==> src/rtl/core/llte_pkg.sv <==
// Package for the link latency test engine: test modes, header constants and
// the result record carried through the output stage. No dependencies.
`timescale 1ns / 1ps

package llte_pkg;

	localparam int unsigned COUNT_W = 32;
	localparam int unsigned BYTE_W  = 8;

	localparam logic [COUNT_W-1:0] HEADER_BYTES = COUNT_W'(5);
	localparam logic [BYTE_W-1:0]  ACK_BYTE     = BYTE_W'(8'h01);

	typedef enum logic [1:0] {
		MODE_HEADER = 2'd0,
		MODE_RX     = 2'd1,
		MODE_TX     = 2'd2,
		MODE_ECHO   = 2'd3
	} mode_t;

	// Slot indication on the request side
	localparam logic CMD_RX_BYTE = 1'b0;
	localparam logic CMD_TX_SLOT = 1'b1;

	typedef struct packed {
		logic [BYTE_W-1:0] out_byte;
		logic              is_error;
		logic              test_done;
	} result_t;

endpackage

==> src/rtl/core/link_latency_test_engine_top.sv <==
// Link latency test engine top level: header decode, test sequencing and a
// two-entry output stage. Depends on llte_pkg.
//
// Channel    | Direction | tdata         | tuser       | tlast
// s_axis     | in        | [7:0] in_byte | [0] cmd     | -
// m_axis     | out       | [7:0] out_byte| [0] is_error| test_done
//
// One request is taken per cycle while s_axis_tready is high; its result,
// if any, goes to the output register or, if it stalls, the skid register.
// Reset clears the mode to header, the count to five and the pattern counter.
// A stalled output holds its result; one further result parks in a skid
// register, and s_axis_tready drops only while that skid register is full.
`timescale 1ns / 1ps

module link_latency_test_engine_top (
	input  logic                            clk,
	input  logic                            arst_n,
	input  logic                            s_axis_tvalid,
	output logic                            s_axis_tready,
	input  logic [llte_pkg::BYTE_W-1:0]     s_axis_tdata,   // [7:0] in_byte
	input  logic [0:0]                      s_axis_tuser,   // [0] cmd
	output logic                            m_axis_tvalid,
	input  logic                            m_axis_tready,
	output logic [llte_pkg::BYTE_W-1:0]     m_axis_tdata,   // [7:0] out_byte
	output logic [0:0]                      m_axis_tuser,   // [0] is_error
	output logic                            m_axis_tlast    // test_done
);
	import llte_pkg::*;

	mode_t                mode_q, mode_d;
	logic [COUNT_W-1:0]   rem_q, rem_d;
	logic [BYTE_W-1:0]    type_q, type_d;
	logic [COUNT_W-1:0]   len_q, len_d;
	logic [BYTE_W-1:0]    pat_q, pat_d;

	logic                 in_fire;
	logic                 slot;
	logic [BYTE_W-1:0]    in_b;
	logic                 res_valid;
	result_t              res;

	logic                 out_valid_q;
	result_t              out_q;
	logic                 skid_valid_q;
	result_t              skid_q;
	logic                 out_free;

	assign in_fire = s_axis_tvalid && s_axis_tready;
	assign slot    = s_axis_tuser[0];
	assign in_b    = s_axis_tdata;

	always_ff @(posedge clk or negedge arst_n) begin
		if (!arst_n) begin
			mode_q <= MODE_HEADER;
			rem_q  <= HEADER_BYTES;
			type_q <= '0;
			len_q  <= '0;
			pat_q  <= '0;
		end else begin
			mode_q <= mode_d;
			rem_q  <= rem_d;
			type_q <= type_d;
			len_q  <= len_d;
			pat_q  <= pat_d;
		end
	end

	always_comb begin
		mode_d    = mode_q;
		rem_d     = rem_q;
		type_d    = type_q;
		len_d     = len_q;
		pat_d     = pat_q;
		res_valid = 1'b0;
		res       = '0;
		if (in_fire) begin
			unique case (mode_q)
				MODE_HEADER: begin
					if (slot == CMD_RX_BYTE) begin
						if (rem_q >= HEADER_BYTES || rem_q == '0) begin
							type_d = in_b;
						end else begin
							// length arrives low byte first
							len_d = {in_b, len_q[COUNT_W-1:BYTE_W]};
						end
						if (rem_q > COUNT_W'(1) && rem_q <= HEADER_BYTES) begin
							rem_d = rem_q - COUNT_W'(1);
						end else if (type_d < BYTE_W'(MODE_RX) ||
								type_d > BYTE_W'(MODE_ECHO)) begin
							mode_d       = MODE_HEADER;
							rem_d        = HEADER_BYTES;
							res_valid    = 1'b1;
							res.is_error = 1'b1;
						end else if (len_d == '0) begin
							mode_d = MODE_HEADER;
							rem_d  = HEADER_BYTES;
							if (type_d == BYTE_W'(MODE_RX)) begin
								res_valid     = 1'b1;
								res.out_byte  = ACK_BYTE;
								res.test_done = 1'b1;
							end
						end else begin
							mode_d = mode_t'(type_d[1:0]);
							rem_d  = len_d;
						end
					end
				end
				MODE_RX: begin
					if (slot == CMD_RX_BYTE) begin
						rem_d = rem_q - COUNT_W'(1);
						if (rem_q == COUNT_W'(1)) begin
							mode_d        = MODE_HEADER;
							rem_d         = HEADER_BYTES;
							res_valid     = 1'b1;
							res.out_byte  = ACK_BYTE;
							res.test_done = 1'b1;
						end
					end
				end
				MODE_TX: begin
					res_valid = 1'b1;
					if (slot == CMD_RX_BYTE) begin
						// abandon the test, keep the pattern counter
						mode_d       = MODE_HEADER;
						rem_d        = HEADER_BYTES;
						res.is_error = 1'b1;
					end else begin
						res.out_byte = pat_q;
						pat_d        = pat_q + BYTE_W'(1);
						rem_d        = rem_q - COUNT_W'(1);
						if (rem_q == COUNT_W'(1)) begin
							mode_d        = MODE_HEADER;
							rem_d         = HEADER_BYTES;
							res.test_done = 1'b1;
						end
					end
				end
				MODE_ECHO: begin
					if (slot == CMD_RX_BYTE) begin
						res_valid    = 1'b1;
						res.out_byte = in_b;
						rem_d        = rem_q - COUNT_W'(1);
						if (rem_q == COUNT_W'(1)) begin
							mode_d        = MODE_HEADER;
							rem_d         = HEADER_BYTES;
							res.test_done = 1'b1;
						end
					end
				end
				default: begin
					mode_d = MODE_HEADER;
				end
			endcase
		end
	end

	// Output register with a skid entry behind it
	assign out_free = !out_valid_q || m_axis_tready;

	always_ff @(posedge clk or negedge arst_n) begin
		if (!arst_n) begin
			out_valid_q  <= 1'b0;
			skid_valid_q <= 1'b0;
		end else if (skid_valid_q) begin
			if (out_free) begin
				out_valid_q  <= 1'b1;
				skid_valid_q <= 1'b0;
			end
		end else if (out_free) begin
			out_valid_q <= res_valid;
		end else if (res_valid) begin
			skid_valid_q <= 1'b1;
		end
	end

	always_ff @(posedge clk) begin
		if (skid_valid_q) begin
			if (out_free) begin
				out_q <= skid_q;
			end
		end else if (out_free) begin
			out_q <= res;
		end else if (res_valid) begin
			skid_q <= res;
		end
	end

	assign s_axis_tready   = !skid_valid_q;
	assign m_axis_tvalid   = out_valid_q;
	assign m_axis_tdata    = out_q.out_byte;
	assign m_axis_tuser[0] = out_q.is_error;
	assign m_axis_tlast    = out_q.test_done;

endmodule

==> config.mk <==
export PLATFORM = sky130hd
export DESIGN_NAME = link_latency_test_engine_top
export DESIGN_NICKNAME = d
export VERILOG_FILES = /design/src/rtl/core/llte_pkg.sv /design/src/rtl/core/link_latency_test_engine_top.sv
export SDC_FILE = /design/constraint.sdc
export NUM_CORES = 1
export LEC_CHECK = 0
export ABC_AREA = 0
export BUFFER_PORTS_ARGS = -buffer_cell sky130_fd_sc_hd__buf_2
export CORE_ASPECT_RATIO = 0.5
export CORE_MARGIN = 2
export CORE_UTILIZATION = 66
export CTS_CLUSTER_SIZE = 24
export DETAILED_ROUTE_END_ITERATION = 6
export PLACE_DENSITY = 0.85
export SLEW_MARGIN = 10
export SYNTH_ARGS = -nofsm -noshare
export SYNTH_HDL_FRONTEND = slang
export SYNTH_SLANG_ARGS = --single-unit
==> constraint.sdc <==
create_clock -name clk -period 5.5 [get_ports clk]
set_clock_uncertainty 0.15 [all_clocks]
set_input_delay 0.825 -clock clk [delete_from_list [all_inputs] [get_ports clk]]
set_output_delay 0.825 -clock clk [all_outputs]
set_load 0.05 [all_outputs]
==> After elaboration in Yosys (flattened, before gate mapping) <==
Index checks and enable logic that the tools add are counted.
{ "classes": {"n_reduce_logical": 16, "bitwise": 3, "addsub": 2, "magnitude_cmp": 5, "muxes": 60, "eq_ne": 8} }
{ "op_table": {"columns": ["op", "count"], "rows": [
  ["32-bit 2-to-1 mux", 11],
  ["32-bit case mux with 3 select lines", 1],
  ["32-bit logical NOT", 2],
  ["8-bit 2-to-1 mux", 6],
  ["10-bit 2-to-1 mux", 4],
  ["32-bit by 1-bit equality test with 1-bit output, second input constant", 1],
  ["32-bit by 3-bit greater-or-equal comparator with 1-bit output, second input constant", 1],
  ["32-bit by 1-bit > comparator with 1-bit output, second input constant", 1],
  ["32-bit by 3-bit <= comparator with 1-bit output, second input constant", 1],
  ["8-bit case mux with 4 select lines", 1],
  ["32-bit by 1-bit subtractor with 32-bit output, second input constant", 1],
  ["1-bit 2-to-1 mux", 24],
  ["2-bit 2-to-1 mux", 7],
  ["3-bit AND reduction", 4],
  ["8-bit by 1-bit adder with 8-bit output, second input constant", 1],
  ["8-bit by 1-bit equality test with 1-bit output, second input constant", 1],
  ["8-bit by 2-bit > comparator with 1-bit output, second input constant", 1],
  ["8-bit by 1-bit < comparator with 1-bit output, second input constant", 1],
  ["3-bit 2-to-1 mux", 2],
  ["2-bit != test, second input constant", 3],
  ["2-bit case mux with 3 select lines", 1],
  ["2-bit equality test, second input constant", 2],
  ["1-bit case mux with 4 select lines", 1],
  ["4-bit AND reduction", 1],
  ["9 further kinds", 15]
]} }
{ "word_totals": {"regBits": 104, "input_bits": 13, "word_cells": 107} }

==> Longest topological paths before layout <==
{ "logic_depth": {"ltp_word": 17, "depth_mapped": 12} }

==> Worst setup path after synthesis <==
Ideal clock, no wire load.
{ "synth_path": {"kind": "reg2reg", "start": "register rem_q[8]", "end": "register skid_q[0] in the netlist's numbering (enable)", "stages_incl_launch_ff": 12, "slack_ps": 2065, "setup_ps": 377, "arrival_time_ps": 2908, "period_less_slack_ps": 3435, "cell_sequence": "dfrtp_1 > buf_2 > or4_4 > nor3_2 > and4b_1 > buf_4 > nand2_2 > buf_6 > mux2_4 > a21boi_2 > o21ai_1 > a211oi_2"} }
{ "synth_between": {"elab_chain_cells": 15, "elab_cells_between_ends": 30, "cone_classes": "order compare: 5; eq/ne: 2; mux: 17; reduce/logical: 6"} }
{ "synth_rtl": {"columns": ["item", "line_no", "rtl"], "rows": [
  ["from (decl)", "link_latency_test_engine_top.sv:31", "logic [COUNT_W-1:0] rem_q, rem_d;"],
  ["from (signal assigned)", "link_latency_test_engine_top.sv:61", "rem_q <= rem_d;"],
  ["parallel branches: the longest is 12 deep, another holds 32-bit by 3-bit greater-or-equal comparator with 1-bit output", null, null],
  ["1-bit case mux with 4 select lines (*)", "link_latency_test_engine_top.sv:77", "unique case (mode_q)"],
  ["1-bit 2-to-1 mux (*)", "link_latency_test_engine_top.sv:76", "if (in_fire) begin"],
  ["3-bit AND reduction (no line) (*)", null, null],
  ["to (signal assigned)", "link_latency_test_engine_top.sv:184", "skid_q <= res;"],
  ["to (decl)", "link_latency_test_engine_top.sv:45", "result_t skid_q;"]
]} }
Every way passes the cells marked *. The select of a mux whose other input is x is not followed.
A chain may end at the register's enable or synchronous reset.

==> Worst setup path after layout <==
{ "layout_path": {"start": "register rem_q[8]", "end": "register skid_q[2] in the netlist's numbering (enable)"} }
Same word-level chain as after synthesis.

==> impl_metrics.json <==
{
  "period_share": 0.757,
  "r2r_slack_ns": 1.34,
  "synth_edf_count": 20,
  "wl_per_cell_um": 20.2,
  "swShare": 0.431,
  "row_count": 23,
  "critPathLaunchType": "flip-flop",
  "hold_class": "reg2reg",
  "firstDrtPassIters": 5,
  "place_congestion": 0.901,
  "end_kind": "flip-flop",
  "required_ns": 5.33,
  "path_max_fanout": 20,
  "clk-insertion-delay-late_ns": 0.36,
  "dieHeight_um": 68.5,
  "synthMuxAreaShare": 0.128,
  "syn_avg_cell_area_sq_um": 10.3,
  "fillers": 538,
  "synth_fa_ha_area_frac": 0.00910,
  "syn_area_sq_um": 5500,
  "grt_overflow_total": 0,
  "drt_iter0_markers": 574,
  "grt_max_degree": 85,
  "setup_viol": 0,
  "power_density_nw_per_um2": 564,
  "die_w_um": 133,
  "dp_hpwl_um": 8940,
  "routed_wl_um": 13300,
  "hold_end": "pat_q[7]",
  "power.internal_w": 0.00192,
  "grt-busiest-layer": "met2",
  "dieArea_sq_um": 9120,
  "grt_use_total": 0.307,
  "vias_per_cell": 6.84,
  "grt_use_met3": 0.0848,
  "slowest_delay_ns": 0.73,
  "antenna_found_initial": 0,
  "mappedNetlistNets": 549,
  "crit_slowest_cell": "a211oi_2",
  "cts_buffers": 9,
  "hold_path_depth": 1,
  "dpl-instance-area_sq_um": 5660,
  "ff2ff_path_depth": 8,
  "critPathKind": "reg2reg",
  "cts_resized": 0,
  "drc": 0,
  "cts_max_level": 3,
  "fmax_mhz": 240,
  "status": "finished clean",
  "maxSlewHeadroom": 0.299,
  "slew_violations": 0,
  "hold_viol_final": 0,
  "grt_setup_unrepaired": "no",
  "postCtsSetupRepairBufs": 0,
  "synth_top_family_by_area": "compound AO/OA/AOI/OAI gates",
  "syn_to_final_growth_pct": 8.69,
  "r2r-end": "skid_q[2]",
  "path_clk_slew_ns": 0.07,
  "worstMarginPinSlew_ns": 1.05,
  "share_comb_of_total_power": 0.446,
  "synth-simple-area-share": 0.163,
  "critical_path.top_delay_family": "simple AND/OR/NAND/NOR gates",
  "timing.rr.start": "rem_q[8]",
  "layout_commonest_cell": "dfrtp_1",
  "diodes": 0,
  "yosysSeqAreaShare": 0.492,
  "ys_ff_latch": 104,
  "io_pins": 25,
  "grt_pass1_vias": 4044,
  "yosysWarningCount": 0,
  "seqPwrFrac": 0.347,
  "fin_area_sq_um": 5980,
  "synthCells": 532,
  "fin_nets": 561,
  "mostFrequentLayoutCells": "82 x dfrtp_1, 47 x nor2_1, 43 x nand2_1",
  "p_leak_nw": 2.65,
  "synth_xor_area_frac": 0.0112,
  "grt_pass1_wl_um": 21000,
  "initial_core_util": 0.685,
  "switchingPower_w": 0.00145,
  "cts_tree": "done",
  "setup_tns_ns": 0,
  "clockBufferDepth": 2,
  "cts_sinks": 104,
  "power_w": 0.00337,
  "ys_types": 64,
  "drv_cap": 0,
  "ff_latch_area_sq_um": 2710,
  "async_flop_share": 0.808,
  "critical_path.cell_chain": "or4_4 > nor3_2 > and4b_1 > nand2_2 > mux2_4 > a21boi_2 > o21ai_1 > a211oi_2",
  "peakVddDrop_uv": 336,
  "multiInputGateArea_sq_um": 2620,
  "ys.flop_type": "dfrtp_1",
  "use_met1": 0.392,
  "drtAntennaViolNets": 0,
  "vias": 4519,
  "worstPathArrival_ns": 3.99,
  "port_buffers": 24,
  "drive_above_1_share": 0.177,
  "path_buf_inv": 0,
  "clockPowerShare": 0.207,
  "core_sq_um": 8030,
  "period_minus_slack_ns": 4.16,
  "min_from": "pat_q[7]",
  "synth_compound_area_frac": 0.165,
  "met2_usage": 0.499,
  "cts.root.buffer_cell": "clkbuf_16",
  "ctsHoldBuffers": 0
}
-- synthesized netlist by cell type (4+ instances only) --
cell type	number	area, sq um
and2_1	6	37.5
xnor2_1	4	35.0
mux2_2	38	428
ha_1	4	50.1
nand4_1	6	37.5
clkbuf_1	11	41.3
buf_2	11	55.1
dfrtp_1	82	2050
inv_1	11	41.3
mux2i_1	24	240
nor2_1	47	176
o221ai_1	9	78.8
nand3_1	9	45.0
or4_1	5	37.5
o21ai_0	39	195
o21ai_1	7	35.0
a21o_1	12	90.1
edfxtp_1	20	601
o211ai_1	10	75.1
a32oi_1	4	35.0
a22oi_1	7	52.6
nor4_1	21	131
nand2_1	43	161
a21oi_1	30	150
nor3_1	16	80.1
-- kinds of logic after synthesis --
logic type	Yosys count
multiplexers	64
XOR/XNOR	7
adder cells (fa/ha/maj)	4
AO/OA/AOI/OAI	141
AND/OR/NAND/NOR	174
buffers and inverters	38
flip-flops	104
-- metal layers --
metal  routed length (um)  vias to the layer above  share of wire
met5                    0                        -              0
met4                  498                        0          0.037
met3                 1160                       53          0.087
met2                 6090                      276           0.46
met1                 5570                     2169           0.42
li1                     -                     2021              -
-- through the flow --
stage	worst slack (ns)	cells	util	hold WS, ns
3_5_place_dp	1.47	645	0.704	0.318
4_1_cts	1.41	661	0.744	0.336
6_report	1.34	661	0.744	0.338
3_3_place_gp	1.60	645	0.704	0.312
2_1_floorplan	2.07	532	-	0.296
5_1_grt	1.16	661	0.744	0.354
-- sequential cells by signal, summed over array words and instances, names as in the netlist --
register	flops
skid_q	10
pat_q	8
skid_valid_q	1
type_q	8
len_q	32
m_axis_tlast	1
mode_q	2
m_axis_tuser	1
m_axis_tvalid	1
rem_q	32
m_axis_tdata	8
-- power by group through the flow --
stage	logic (W)	registers, W	clock network [W]
3_3_place_gp	0.00142	0.00116	0
3_5_place_dp	0.00146	0.00117	0
2_1_floorplan	0.00113	0.00119	0
5_1_grt	0.00163	0.00119	0.000732
4_1_cts	0.00147	0.00116	0.000700
6_report	0.00151	0.00117	0.000697
-- worst max-delay path by stage --
stage / startpoint / endpoint / cells past startpoint
3_3_place_gp: rem_q[8] / skid_q[8] / 8
5_1_grt: rem_q[8] / skid_q[2] / 8
6_report: rem_q[8] / skid_q[2] / 8
2_1_floorplan: rem_q[8] / skid_q[0] / 11
3_5_place_dp: rem_q[8] / skid_q[6] / 8
4_1_cts: rem_q[8] / skid_q[2] / 8
-- worst register-to-register path: stages (launching register included) --
cell and delay [ns]:
dfrtp_1 0.47, or4_4 0.57, nor3_2 0.37, and4b_1 0.39
nand2_2 0.36, mux2_4 0.45, a21boi_2 0.19, o21ai_1 0.12
a211oi_2 0.73
-- area by class of cell --
cell class,count,share of cell area
Clock buffer,10,0.0383
Tap cell,112,0.0235
Sequential cell,104,0.453
Timing Repair Buffer,28,0.0255
Multi-Input combinational cell,390,0.438
Inverter,11,0.00691
Clock inverter,6,0.0153
No activity file was read; power rests on OpenSTA's default activity.
